`src/hw/rtl/lru_pkg.sv`:
```
`timescale 1ns / 1ps

package lru_pkg;

  localparam int MAX_FRAMES_DEF = 8;
  localparam int PAGE_BITS_DEF  = 16;

  // fixed port widths
  localparam int PAGE_W    = 16;
  localparam int CFG_W     = 4;
  localparam int IDX_OUT_W = 3;
  localparam int FAULT_W   = 32;

  localparam logic [CFG_W-1:0] FRAMES_RESET = 4'd8;

  // frame index and recency rank width
  function automatic int idx_width(input int max_frames);
    return (max_frames > 1) ? $clog2(max_frames) : 1;
  endfunction

  // width of a count 0..max_frames
  function automatic int cnt_width(input int max_frames);
    return $clog2(max_frames + 1);
  endfunction

  // search record: vld, page, cnt, found, hit_idx, hit_rank, empty, empty_idx,
  // best_rank, best_idx, best_page
  function automatic int rec_width(input int max_frames, input int page_bits);
    return 3 + 2 * page_bits + cnt_width(max_frames) + 5 * idx_width(max_frames);
  endfunction

  // update broadcast: en, idx, miss, page, was_valid, old_rank
  function automatic int upd_width(input int max_frames, input int page_bits);
    return 3 + page_bits + 2 * idx_width(max_frames);
  endfunction

endpackage

```
`src/hw/rtl/lru_cell.sv`:
```
`timescale 1ns / 1ps

module lru_cell import lru_pkg::*; #(
  parameter int MAX_FRAMES = MAX_FRAMES_DEF,
  parameter int PAGE_BITS  = PAGE_BITS_DEF,
  parameter int IDX        = 0,
  localparam int REC_W     = rec_width(MAX_FRAMES, PAGE_BITS),
  localparam int UPD_W     = upd_width(MAX_FRAMES, PAGE_BITS)
) (
  input  logic             clk,
  input  logic             rst_n,
  input  logic             adv,
  input  logic [REC_W-1:0] rec_i,
  output logic [REC_W-1:0] rec_o,
  input  logic [UPD_W-1:0] upd_i
);

  localparam int IW = idx_width(MAX_FRAMES);
  localparam int CW = cnt_width(MAX_FRAMES);
  localparam int PB = PAGE_BITS;

  typedef struct packed {
    logic          vld;
    logic [PB-1:0] page;
    logic [CW-1:0] cnt;
    logic          found;
    logic [IW-1:0] hit_idx;
    logic [IW-1:0] hit_rank;
    logic          empty;
    logic [IW-1:0] empty_idx;
    logic [IW-1:0] best_rank;
    logic [IW-1:0] best_idx;
    logic [PB-1:0] best_page;
  } rec_t;

  typedef struct packed {
    logic          en;
    logic [IW-1:0] idx;
    logic          miss;
    logic [PB-1:0] page;
    logic          was_valid;
    logic [IW-1:0] old_rank;
  } upd_t;

  localparam logic [IW-1:0] MY_IDX = IW'(IDX);
  localparam logic [CW-1:0] MY_POS = CW'(IDX);

  rec_t          rin;
  rec_t          rout;
  rec_t          rec_r;
  upd_t          upd;
  logic [PB-1:0] page_r;
  logic          valid_r;
  logic [IW-1:0] rank_r;
  logic          active;

  assign rin    = rec_i;
  assign upd    = upd_i;
  assign rec_o  = rec_r;
  assign active = MY_POS < rin.cnt;

  always_comb begin
    rout = rin;
    if (rin.vld && active) begin
      if (!rin.found && valid_r && (page_r == rin.page)) begin
        rout.found    = 1'b1;
        rout.hit_idx  = MY_IDX;
        rout.hit_rank = rank_r;
      end
      if (!rin.empty && !valid_r) begin
        rout.empty     = 1'b1;
        rout.empty_idx = MY_IDX;
      end
      // >= so the highest index wins a tie, as the victim scan does
      if (rank_r >= rin.best_rank) begin
        rout.best_rank = rank_r;
        rout.best_idx  = MY_IDX;
        rout.best_page = page_r;
      end
    end
  end

  always_ff @(posedge clk) begin
    if (!rst_n) begin
      rec_r <= '0;
    end else if (adv) begin
      rec_r <= rout;
    end
  end

  always_ff @(posedge clk) begin
    if (!rst_n) begin
      valid_r <= 1'b0;
      rank_r  <= '0;
    end else if (upd.en) begin
      if (upd.idx == MY_IDX) begin
        valid_r <= 1'b1;
        rank_r  <= '0;
      end else if (valid_r && (!upd.was_valid || (rank_r < upd.old_rank))) begin
        rank_r <= rank_r + 1'b1;
      end
    end
  end

  always_ff @(posedge clk) begin
    if (upd.en && upd.miss && (upd.idx == MY_IDX)) begin
      page_r <= upd.page;
    end
  end

endmodule

```
`src/hw/rtl/lru_page_replacement_core.sv`:
```
`timescale 1ns / 1ps

// LRU page replacement over MAX_FRAMES fully associative frames. Each frame
// is a cell holding its page, valid bit and recency rank (0 = most recent).
// An accepted page reference becomes a search record that walks the row of
// cells one cell per cycle (the whole row holds while a finished record
// waits on a full, stalled output register), collecting the first hit, the
// first empty frame and the least recent frame among the active ones; as it
// leaves the last cell the chosen frame is updated in every cell at once and
// the result lands in the output register. The next reference is taken as
// soon as the previous one has been written, even if its result is still
// waiting on out_stall.
// frames_in_use is sampled when a reference is accepted: 0 acts as 1 and
// values above MAX_FRAMES act as MAX_FRAMES. fault_count saturates.
module lru_page_replacement_core import lru_pkg::*; #(
  parameter int MAX_FRAMES = MAX_FRAMES_DEF,
  parameter int PAGE_BITS  = PAGE_BITS_DEF
) (
  input  logic                 clk,
  input  logic                 rst_n,
  input  logic                 in_valid,
  output logic                 in_stall,
  input  logic [PAGE_W-1:0]    in_page,
  output logic                 out_valid,
  input  logic                 out_stall,
  output logic                 out_hit,
  output logic [IDX_OUT_W-1:0] out_frame_index,
  output logic                 out_evicted_valid,
  output logic [PAGE_W-1:0]    out_evicted_page,
  output logic [FAULT_W-1:0]   out_fault_count,
  input  logic                 cfg_valid,
  output logic                 cfg_ready,
  input  logic [CFG_W-1:0]     cfg_frames_in_use
);

  localparam int IW    = idx_width(MAX_FRAMES);
  localparam int CW    = cnt_width(MAX_FRAMES);
  localparam int PB    = PAGE_BITS;
  localparam int REC_W = rec_width(MAX_FRAMES, PAGE_BITS);

  typedef struct packed {
    logic          vld;
    logic [PB-1:0] page;
    logic [CW-1:0] cnt;
    logic          found;
    logic [IW-1:0] hit_idx;
    logic [IW-1:0] hit_rank;
    logic          empty;
    logic [IW-1:0] empty_idx;
    logic [IW-1:0] best_rank;
    logic [IW-1:0] best_idx;
    logic [PB-1:0] best_page;
  } rec_t;

  typedef struct packed {
    logic          en;
    logic [IW-1:0] idx;
    logic          miss;
    logic [PB-1:0] page;
    logic          was_valid;
    logic [IW-1:0] old_rank;
  } upd_t;

  logic [CFG_W-1:0]   frames_r;
  logic [CW-1:0]      act_cnt;
  logic               busy_r;
  logic               in_acc;
  logic               adv;
  logic               apply;
  rec_t               entry_r;
  rec_t               entry_nxt;
  rec_t               last;
  upd_t               upd;
  logic [REC_W-1:0]   link [MAX_FRAMES+1];
  logic [FAULT_W-1:0] fault_r;
  logic [FAULT_W-1:0] fault_nxt;
  logic               evict;
  logic [IW-1:0]      frame_sel;

  logic                 out_valid_r;
  logic                 out_hit_r;
  logic [IDX_OUT_W-1:0] out_idx_r;
  logic                 out_ev_valid_r;
  logic [PAGE_W-1:0]    out_ev_page_r;
  logic [FAULT_W-1:0]   out_fault_r;

  assign cfg_ready = 1'b1;

  always_ff @(posedge clk) begin
    if (!rst_n) begin
      frames_r <= FRAMES_RESET;
    end else if (cfg_valid && cfg_ready) begin
      frames_r <= cfg_frames_in_use;
    end
  end

  always_comb begin
    if (frames_r == '0) begin
      act_cnt = CW'(1);
    end else if (int'(frames_r) > MAX_FRAMES) begin
      act_cnt = CW'(MAX_FRAMES);
    end else begin
      act_cnt = CW'(frames_r);
    end
  end

  assign in_stall = busy_r;
  assign in_acc   = in_valid && !busy_r;

  always_comb begin
    entry_nxt      = '0;
    entry_nxt.vld  = 1'b1;
    entry_nxt.page = PB'(in_page);
    entry_nxt.cnt  = act_cnt;
  end

  always_ff @(posedge clk) begin
    if (!rst_n) begin
      entry_r <= '0;
    end else if (in_acc) begin
      entry_r <= entry_nxt;
    end else if (adv) begin
      entry_r.vld <= 1'b0;
    end
  end

  assign link[0] = entry_r;

  for (genvar k = 0; k < MAX_FRAMES; k++) begin : g_cell
    lru_cell #(
      .MAX_FRAMES(MAX_FRAMES),
      .PAGE_BITS (PAGE_BITS),
      .IDX       (k)
    ) u_cell (
      .clk  (clk),
      .rst_n(rst_n),
      .adv  (adv),
      .rec_i(link[k]),
      .rec_o(link[k+1]),
      .upd_i(upd)
    );
  end

  assign last = link[MAX_FRAMES];

  // the record parks in the last cell while the output register is full and stalled
  assign adv   = !(last.vld && out_valid_r && out_stall);
  assign apply = last.vld && adv;
  assign evict = !last.found && !last.empty;

  always_comb begin
    priority if (last.found) begin
      frame_sel = last.hit_idx;
    end else if (last.empty) begin
      frame_sel = last.empty_idx;
    end else begin
      frame_sel = last.best_idx;
    end
  end

  always_comb begin
    upd.en        = apply;
    upd.idx       = frame_sel;
    upd.miss      = !last.found;
    upd.page      = last.page;
    upd.was_valid = last.found || !last.empty;
    upd.old_rank  = last.found ? last.hit_rank : last.best_rank;
  end

  always_comb begin
    fault_nxt = fault_r;
    if (!last.found && (fault_r != '1)) begin
      fault_nxt = fault_r + 1'b1;
    end
  end

  always_ff @(posedge clk) begin
    if (!rst_n) begin
      fault_r <= '0;
    end else if (apply) begin
      fault_r <= fault_nxt;
    end
  end

  always_ff @(posedge clk) begin
    if (!rst_n) begin
      busy_r <= 1'b0;
    end else if (in_acc) begin
      busy_r <= 1'b1;
    end else if (apply) begin
      busy_r <= 1'b0;
    end
  end

  always_ff @(posedge clk) begin
    if (!rst_n) begin
      out_valid_r <= 1'b0;
    end else if (apply) begin
      out_valid_r <= 1'b1;
    end else if (!out_stall) begin
      out_valid_r <= 1'b0;
    end
  end

  always_ff @(posedge clk) begin
    if (apply) begin
      out_hit_r      <= last.found;
      out_idx_r      <= IDX_OUT_W'(frame_sel);
      out_ev_valid_r <= evict;
      out_ev_page_r  <= evict ? PAGE_W'(last.best_page) : '0;
      out_fault_r    <= fault_nxt;
    end
  end

  assign out_valid         = out_valid_r;
  assign out_hit           = out_hit_r;
  assign out_frame_index   = out_idx_r;
  assign out_evicted_valid = out_ev_valid_r;
  assign out_evicted_page  = out_ev_page_r;
  assign out_fault_count   = out_fault_r;

`ifndef SYNTHESIS
  logic [MAX_FRAMES:0] chain_vld;

  always_comb begin
    for (int k = 0; k <= MAX_FRAMES; k++) begin
      chain_vld[k] = link[k][REC_W-1];
    end
  end

  // at most one reference in flight along the chain
  a_one_record: assert property (@(posedge clk) disable iff (!rst_n)
    $countones(chain_vld) <= 1)
    else $error("more than one search record in the cell chain");

  a_idle_empty: assert property (@(posedge clk) disable iff (!rst_n)
    !busy_r |-> (chain_vld == '0))
    else $error("search record present while not busy");

  a_fault_mono: assert property (@(posedge clk) disable iff (!rst_n)
    $past(rst_n) |-> (fault_r >= $past(fault_r)))
    else $error("fault count went backwards");

  a_result_done: assert property (@(posedge clk) disable iff (!rst_n)
    $rose(out_valid_r) |-> !busy_r)
    else $error("result posted while reference still in progress");
`endif

endmodule

```
`config.mk`:
```
export PLATFORM = sky130hd
export DESIGN_NAME = lru_page_replacement_core
export DESIGN_NICKNAME = d
export VERILOG_FILES = /design/src/hw/rtl/lru_pkg.sv /design/src/hw/rtl/lru_cell.sv /design/src/hw/rtl/lru_page_replacement_core.sv
export SDC_FILE = /design/constraint.sdc
export NUM_CORES = 1
export LEC_CHECK = 0
export ABC_CLOCK_PERIOD_IN_PS = 3490
export BUFFER_PORTS_ARGS = -buffer_cell sky130_fd_sc_hd__buf_4
export CAP_MARGIN = 20
export CORE_MARGIN = 3
export CORE_UTILIZATION = 45
export DETAILED_ROUTE_END_ITERATION = 7
export GPL_TIMING_DRIVEN = 0
export PLACE_DENSITY = 0.64
export RECOVER_POWER = 50
export SYNTH_ARGS = -nofsm -noshare
export SYNTH_HDL_FRONTEND = slang
export SYNTH_HIERARCHICAL = 1
export SYNTH_SLANG_ARGS = --single-unit
```
`constraint.sdc`:
```
create_clock -name clk -period 3.49 [get_ports clk]
set_input_delay 0.698 -clock clk [delete_from_list [all_inputs] [get_ports clk]]
set_output_delay 0.698 -clock clk [all_outputs]
set_load 0.05 [all_outputs]
```
== After elaboration in Yosys (flattened, before gate mapping) ==
Cells that the tools add are included.
W data, S select, Z words.

* Multiply operators: 0
* Reduce and logical (&&, ||, !) cells: 115
* $add $sub $neg: 9
* Equality and inequality tests: 18
* Bitwise logic cells: 0
* Mux-type cells: 60
* Divide/modulo/power cells: 0
* $lt $le $gt $ge: 25
* Shift operators: 0

{| class="wikitable"
|+ Operator list
! cell !! number
|-
| $mux W33 || 8
|-
| $mux W22 || 8
|-
| $eq A16 B16 Y1 || 8
|-
| $mux W3 || 19
|-
| $mux W7 || 8
|-
| $logic_and A1 B1 Y1 || 53
|-
| $mux W4 || 10
|-
| $add A32 B1 Y32 const B || 1
|-
| $mux W32 || 1
|-
| $ne A32 B32 Y1 const B || 1
|-
| $reduce_and A2 Y1 || 16
|-
| $logic_not A1 Y1 || 26
|-
| $add A3 B1 Y3 const B || 8
|-
| $lt A3 B3 Y1 || 8
|-
| $ge A3 B3 Y1 || 7
|-
| $reduce_bool A2 Y1 || 9
|-
| $lt A3 B4 Y1 const A || 4
|-
| $eq A3 B3 Y1 const B || 4
|-
| $logic_or A1 B1 Y1 || 9
|-
| $lt A1 B4 Y1 const A || 2
|-
| $lt A2 B4 Y1 const A || 2
|-
| $eq A3 B2 Y1 const B || 2
|-
| $mux W1 || 6
|-
| $gt A4 B4 Y1 const B || 1
|-
| 6 further kinds || 6
|}

* Register bits after elaboration: 700
* Memory bits (writable): 0
* Bits in read-only memories: 0
* Memories: 0
* Bits in latches: 0
* Output and inout port bits: 56
* Word-level logic and storage cells: 350

== Depth between registers and ports, before layout ==
Gate-level depths: netlist of the first run.

* Depth in word-level cells: 7
* Mapped depth: 9

== Cells and area by module ==
The synthesis of the first run kept the hierarchy.

{| class="wikitable"
|+ Modules (own cells, without submodules)
! module !! cells each !! sequential area each (um^2) !! area an instance (um^2) !! times used
|-
| lru_page_replacement_core || 477 || 2772.7 || 5083.6 || 1
|-
| lru_cell at g_cell[0].u_cell || 326 || 1641.6 || 3315.7 || 1
|-
| lru_cell at g_cell[6].u_cell || 326 || 1641.6 || 3288.2 || 1
|-
| lru_cell at g_cell[2].u_cell || 329 || 1641.6 || 3286.9 || 1
|-
| lru_cell at g_cell[5].u_cell || 328 || 1641.6 || 3263.1 || 1
|-
| lru_cell at g_cell[4].u_cell || 330 || 1641.6 || 3260.6 || 1
|-
| lru_cell at g_cell[1].u_cell || 328 || 1641.6 || 3256.9 || 1
|-
| lru_cell at g_cell[3].u_cell || 324 || 1641.6 || 3253.1 || 1
|-
| lru_cell at g_cell[7].u_cell || 320 || 1641.6 || 3250.6 || 1
|}

== Worst setup path after synthesis of the first run ==
OpenSTA, ideal clock, no wires.

* Kind: input to register
* Start point: input port out_stall
* End point: register fault_r[25]
* Arrival time: 3.544 ns
* Cell stages on the path: 7
* Path slack: -0.173 ns
* Buffers on the path: 0
* Cells stage by stage: nand2_1 -> nand2_1 -> inv_1 -> nand3_1 -> a211oi_4 -> nand4_1 -> mux2i_1

* Word-level cells in the longest chain between the ends: 3

{| class="wikitable"
|+ RTL lines
! element !! line !! RTL
|-
| start, declared || lru_page_replacement_core.sv:25 || <nowiki>input logic out_stall,</nowiki>
|-
| $logic_and A1 B1 Y1 || lru_page_replacement_core.sv:147 || <nowiki>assign adv = !(last.vld && out_valid_r && out_stall);</nowiki>
|-
| $logic_not A1 Y1 || lru_page_replacement_core.sv:147 ||
|-
| $logic_and A1 B1 Y1 || lru_page_replacement_core.sv:148 || <nowiki>assign apply = last.vld && adv;</nowiki>
|-
| net apply || lru_page_replacement_core.sv:69 || <nowiki>logic apply;</nowiki>
|-
| end signal, assigned || lru_page_replacement_core.sv:181 || <nowiki>fault_r <= fault_nxt;</nowiki>
|-
| end, declared || lru_page_replacement_core.sv:75 || <nowiki>logic [FAULT_W-1:0] fault_r;</nowiki>
|}

The timed path passes the listed nets, and every way through them passes these cells.
A chain may end at the register's enable or synchronous reset.

== Worst setup path in the final report of the first run ==
* Start point: register g_cell[7].u_cell.rec_r, in the netlist g_cell[7].u_cell/rec_o[32]
* End point: register g_cell[0].u_cell.page_r[14], enable pin

* Word-level cells in the longest chain between the ends: 3
* Elaborated cells between the ends (all ways): 5
* Classes of those cells: mux (1); reduce/logical (4)

{| class="wikitable"
|+ RTL lines
! element !! line !! RTL
|-
| start, declared || lru_cell.sv:50 || <nowiki>rec_t rec_r;</nowiki>
|-
| start signal, assigned || lru_cell.sv:87 || <nowiki>rec_r <= rout;</nowiki>
|-
| $mux W3 || lru_page_replacement_core.sv:152 || <nowiki>priority if (last.found) begin</nowiki>
|-
| net frame_sel[2] || lru_page_replacement_core.sv:78 || <nowiki>logic [IW-1:0] frame_sel;</nowiki>
|-
| $logic_not A3 Y1 || lru_cell.sv:106 || <nowiki>if (upd.en && upd.miss && (upd.idx == MY_IDX)) begin</nowiki>
|-
| $logic_and A1 B1 Y1 || lru_cell.sv:106 ||
|-
| end signal, assigned || lru_cell.sv:107 || <nowiki>page_r <= upd.page;</nowiki>
|-
| end, declared || lru_cell.sv:52 || <nowiki>logic [PB-1:0] page_r;</nowiki>
|}

The timed path passes the listed nets, and every way through them passes these cells.

==> metrics, run 1 <==
skew final=35.6 ps; CTS tree=built; mean area per synthesized cell=10.1 um2; VDD IR max=around 460 uV; area occupied by registers=15800 um2; status=finished, violations left; r2r startpoint=g_cell[7].u_cell/rec_o[32]; dpl ws=78.7 ps; Placer Congestion=approximately 0.98; multi-input logic area=14000 um2; crit path max fanout=16; die extent in y=268 um; RSZ-0062 raised after global routing=false; GRT Total Usage=25.5%; layout cells sized above 1=8.44%; Core ar.=a little under 70000 um2; Synth Instances=between 3000 and 4000; starting density of the core=45.8%; crit share post-route=90.3%; I/O pin count=81; Final setup viols=0; H-tree Lvls=3; Routed wire per std cell=between 20 and 25 um; Detail Route Antenna Nets=0; CTS buffer count=76; Reg clk slew, reported paths=60 ps; critical path arrival=3430 ps; Die X=approximately 270 um; hold_sp=cfg_frames_in_use[3]; yosys warns=6; Iter 0 DRT Violations=a little under 2000; WP data required=around 3800 ps; leakage=13.7 nW; gr ovfl total=0; Post-CTS Hold Buffers=0; vias per std cell=5.78; CP peak stage delay=between 500 and 600 ps; Crit. Startpoint=g_cell[7].u_cell/rec_o[32]; FP Rows=95; max cap viols=2; Hold WS=~300 ps; Clk Latency, worst-skew pair=roughly 640 ps; largest net degree at the start of global routing=50; final hold vios=0; Routed WL=a little over 90000 um; initial antenna violation count=1; diode count=0; first-pass GRT wire length=141000 um; cell area after synthesis=31000 um2; PwrDens=approximately 500 nW/um2; area grow syn2layout=13.3%; # clock sinks=between 600 and 700; Port Buffers=78; fmax=between 300 and 400 MHz; worst path cell trace=clkbuf_1, o21ai_0, buf_2, nor3_1, and3_2; Max Slew Vio Count=58; vias in the first global route=23800; CTS Buffer Depth=3; setup TNS=0 ps; failing checks=capacitance limit, slew limit; slowest CP cell=nor3_1; Buf/Inv on CP=2; worst setup path class=flop to flop; actual slew at the worst max-slew pin=between 1500 and 2000 ps; detailed-router iteration count before antenna repair=5; DRC Markers=0; via count=approximately 24000; fillcell total=approximately 6000; Final WS setup=around 340 ps; cell family with most CP delay=simple AND/OR/NAND/NOR gates; Worst Setup Start Kind=flop; root buffer cell=clkbuf_16; final net count=3339; die area=a little over 70000 um2; Slew headroom=-12.2%; CP Capture Type=flop; Period minus WS final=roughly 3200 ps; HPWL Detailed=about 72000 um; Hold Crit Class=primary input to flop
[flip-flops by register name, summed over array words and instances (netlist names)]
name / count
g_cell.u_cell/page_r: 128
in_stall: 1
out_frame_index: 3
out_fault_count: 32
entry_r: 21
g_cell.u_cell/valid_r: 8
g_cell.u_cell/rank_r: 24
out_evicted_page: 16
fault_r: 32
out_evicted_valid: 1
g_cell.u_cell/rec_o: 425
out_valid: 1
frames_r: 4
out_hit: 1
[timing repair]
action	in CTS	in global routing
buffers inserted	0	0
resized for setup	0	5
endpoints found under the setup margin	0	80
[placed cells by master, fill, tap and decap left out, types with 19 or more instances in the layout]
cell type  count
dfxtp_1      516
o21ai_0      361
clkbuf_1     247
nand3_1      197
nor2b_1      186
edfxtp_1     181
mux2i_1      172
a31oi_1      172
xnor2_1      128
a21oi_1      107
nand2_1       97
clkbuf_16     79
nor2_1        78
inv_1         71
nand2b_1      61
xor2_1        53
ha_1          49
buf_2         40
conb_1        39
nand4_1       30
buf_4         28
o221ai_1      24
nor3_2        22
o211ai_1      20
and3_1        19
a21boi_0      19
[path summary, 6_finish.rpt]
| check | endpoint | slack (ps) | cells past startpoint |
|---|---|---|---|
| max | g_cell[0].u_cell/page_r[14] | 340 | 5 |
| max reg2reg | g_cell[0].u_cell/page_r[14] | 340 | 5 |
| min reg2reg | g_cell[4].u_cell/rec_o[31] | 440 | 2 |
| min | frames_r[3] | 300 | 3 |
[metal layers]
layer / track usage (%) / vias up / routed length [um] / share of wire, %
li1: - / 11500 / - / -
met1: 33.2 / 11800 / 39800 / 43
met2: 43.5 / 781 / 44600 / 48
met3: 3.25 / 216 / 4820 / 5.2
met4: 9.22 / 0 / 3300 / 3.6
met5: 0 / - / 0 / 0
[worst reg2reg max path, stage by stage (launching register included)]
cell      delay, ps
dfxtp_1         560
clkbuf_1        500
o21ai_0         320
buf_2           270
nor3_1          600
and3_2          560
[where the power goes]
group          internal, mW  total (mW)  switching [mW]  leakage [nW]
Combinational         0.218       0.586           0.368          6.21
Sequential             8.34        8.44          0.0956          6.24
Clock                  4.72        8.08            3.36          1.24
Total                  13.3        17.1            3.83          13.7
[area by class of cell]
class                      instances  area share, %
inverter                          73          0.784
sequential                       697           44.9
clock buffer                     118           6.42
buffer                           225           2.75
timing repair buffer              83           1.23
clock inverter                    24          0.812
multi-input combinational       2109           40.0
tap                              873           3.11
[per-stage QoR]
step / power [mW] / util [%] / instance area, um2 / instances
global placement: 9.17 / 48.4 / 32800 / 4055
detailed placement: 9.19 / 48.5 / 32900 / 4060
floorplan: 8.96 / - / 31100 / 3104
CTS: 17.2 / 52.3 / 35400 / 4202
finish: 17.1 / 51.8 / 35100 / 4202
global route: 17.6 / 51.8 / 35100 / 4202
Power figures use the tool's default switching activity.
==> inputs of run 2 (changes only) <==
- CTS_BUF_LIST: default -> sky130_fd_sc_hd__clkbuf_16
==> run 2 against run 1 <==
The run still ends with capacitance limit, slew limit left. Count of clock-buffer cells in the layout is 39 lower. Non-clock buffer count stayed put. Final area is 0.37% lower. Total power is 2.1% lower. Cell count stayed put. Register-to-register slack worse by 20 ps. Sequential power hardly changed. Sequential cell count stayed put. Clock power is 4.5% lower. Clock skew is 1.4 ps higher.
==> metrics, run 2 (synthesis gave the netlist of run 1 again) <==
status=finished, violations left; failing checks=capacitance limit, slew limit; CTS Buffer Depth=3; Detail Route Antenna Nets=0; worst path cell trace=clkbuf_1, o21ai_0, buf_2, nor3_1, and3_2; Routed wire per std cell=approximately 22 um; first-pass GRT wire length=141000 um; CP Capture Type=flop; largest net degree at the start of global routing=50; Post-CTS Hold Buffers=0; Hold Crit Class=primary input to flop; most frequent cells in the layout=dfxtp_1 (516), o21ai_0 (361), clkbuf_1 (221), nand3_1 (197), nor2b_1 (186); WP data required=3760 ps; skew final=37.0 ps; Reg clk slew, reported paths=60 ps; Worst Setup Start Kind=flop; Iter 0 DRT Violations=slightly above 2000; setup bufs post-CTS=0; Core ar.=approximately 68000 um2; die extent in y=between 200 and 300 um; RSZ-0062 raised after global routing=false; crit path max fanout=16; post-cts sizing count=0; via count=around 24000; gr busiest metal=met2; FP Rows=95; initial antenna violation count=2; CTS tree=built; diode count=0; PwrDens=479 nW/um2; Port Buffers=approximately 80; Die X=268 um; I/O pin count=81; CTS buffer count=76; layout cells sized above 1=between 8 and 9%; met2 Track Usage GR=roughly 43%; Period minus WS final=roughly 3200 ps; Final setup viols=0; vias in the first global route=between 20000 and 25000; setup TNS=0 ps; commonest non-fill, non-tap cell in the layout=dfxtp_1; Largest register FFs=about 430; GRT Total Usage=25.4%; vias per std cell=5.79; final hold vios=0; final net count=roughly 3300; Max Slew Vio Count=58; Slew headroom=-12.3%; critical path arrival=about 3500 ps; Post-Route Utilization=51.6%; die area=approximately 72000 um2; GR Layer Usage met1=approximately 33%; detailed-router iteration count before antenna repair=6; area grow syn2layout=12.9%; # clock sinks=697; slowest CP cell=nor3_1; DRC Markers=0; HPWL Detailed=slightly above 70000 um; crit share post-route=90.9%; root buffer cell=clkbuf_16; met3 Use GR=under 10%; Placer Congestion=between 0.9 and 1; CP peak stage delay=610 ps; gr ovfl total=0; Routed WL=slightly above 90000 um; VDD IR max=roughly 460 uV; worst setup path class=flop to flop; H-tree Lvls=3; leakage=13.7 nW; max cap viols=2; actual slew at the worst max-slew pin=about 1700 ps; fmax=approximately 320 MHz; starting density of the core=a little under half; Clk Latency, worst-skew pair=approximately 640 ps
-- run 2: path summary, 6_finish.rpt --
path | from | to | slack [ps] | cells past startpoint
max | g_cell[7].u_cell/rec_o[32] | g_cell[0].u_cell/page_r[14] | 320 | 5
min | cfg_frames_in_use[3] | frames_r[3] | 290 | 3
max reg2reg | g_cell[7].u_cell/rec_o[32] | g_cell[0].u_cell/page_r[14] | 320 | 5
min reg2reg | g_cell[3].u_cell/rec_o[31] | g_cell[4].u_cell/rec_o[31] | 440 | 2
-- run 2: worst max-delay path, delay by kind of cell, from the launching register on --
kind | cells | cell delay, ps
simple gates | 2 | 1180
flops | 1 | 550
compound gates | 1 | 310
buf+inv | 2 | 750
-- run 2: power breakdown --
| part | total (mW) | internal (mW) | switching [mW] |
|---|---|---|---|
| registers | 8.44 | 8.34 | 0.0956 |
| logic | 0.586 | 0.218 | 0.368 |
| clock network | 7.72 | 4.35 | 3.37 |
-- run 2: per-stage QoR --
stage	worst slack [ps]	cell area [um2]	hold WS (ps)	std cells	total power, mW
after CTS	86.0	35300	270	4202	16.8
final	319	35000	293	4202	16.7
after detailed placement	78.7	32900	453	4060	9.19
after global routing	168	35000	295	4202	17.3
after global placement	-821	32800	458	4055	9.17
after floorplan	393	31100	424	3104	8.96
-- run 2: area by class of cell --
type	instances	area [um2]
plain buffers	225	967
inverters	73	275
repair buffers	83	432
clock buffers	79	1980
well taps	873	1090
clock inverters	63	432
flip-flops and latches	697	15800
multi-input cells	2109	14000
fillers	6085	32800
-- run 2: layer usage --
metal | vias to the layer above | part of all wire [%]
met5 | - | 0
met4 | 0 | 3.5
met3 | 211 | 5.2
met2 | 801 | 48
met1 | 11800 | 43
li1 | 11500 | -
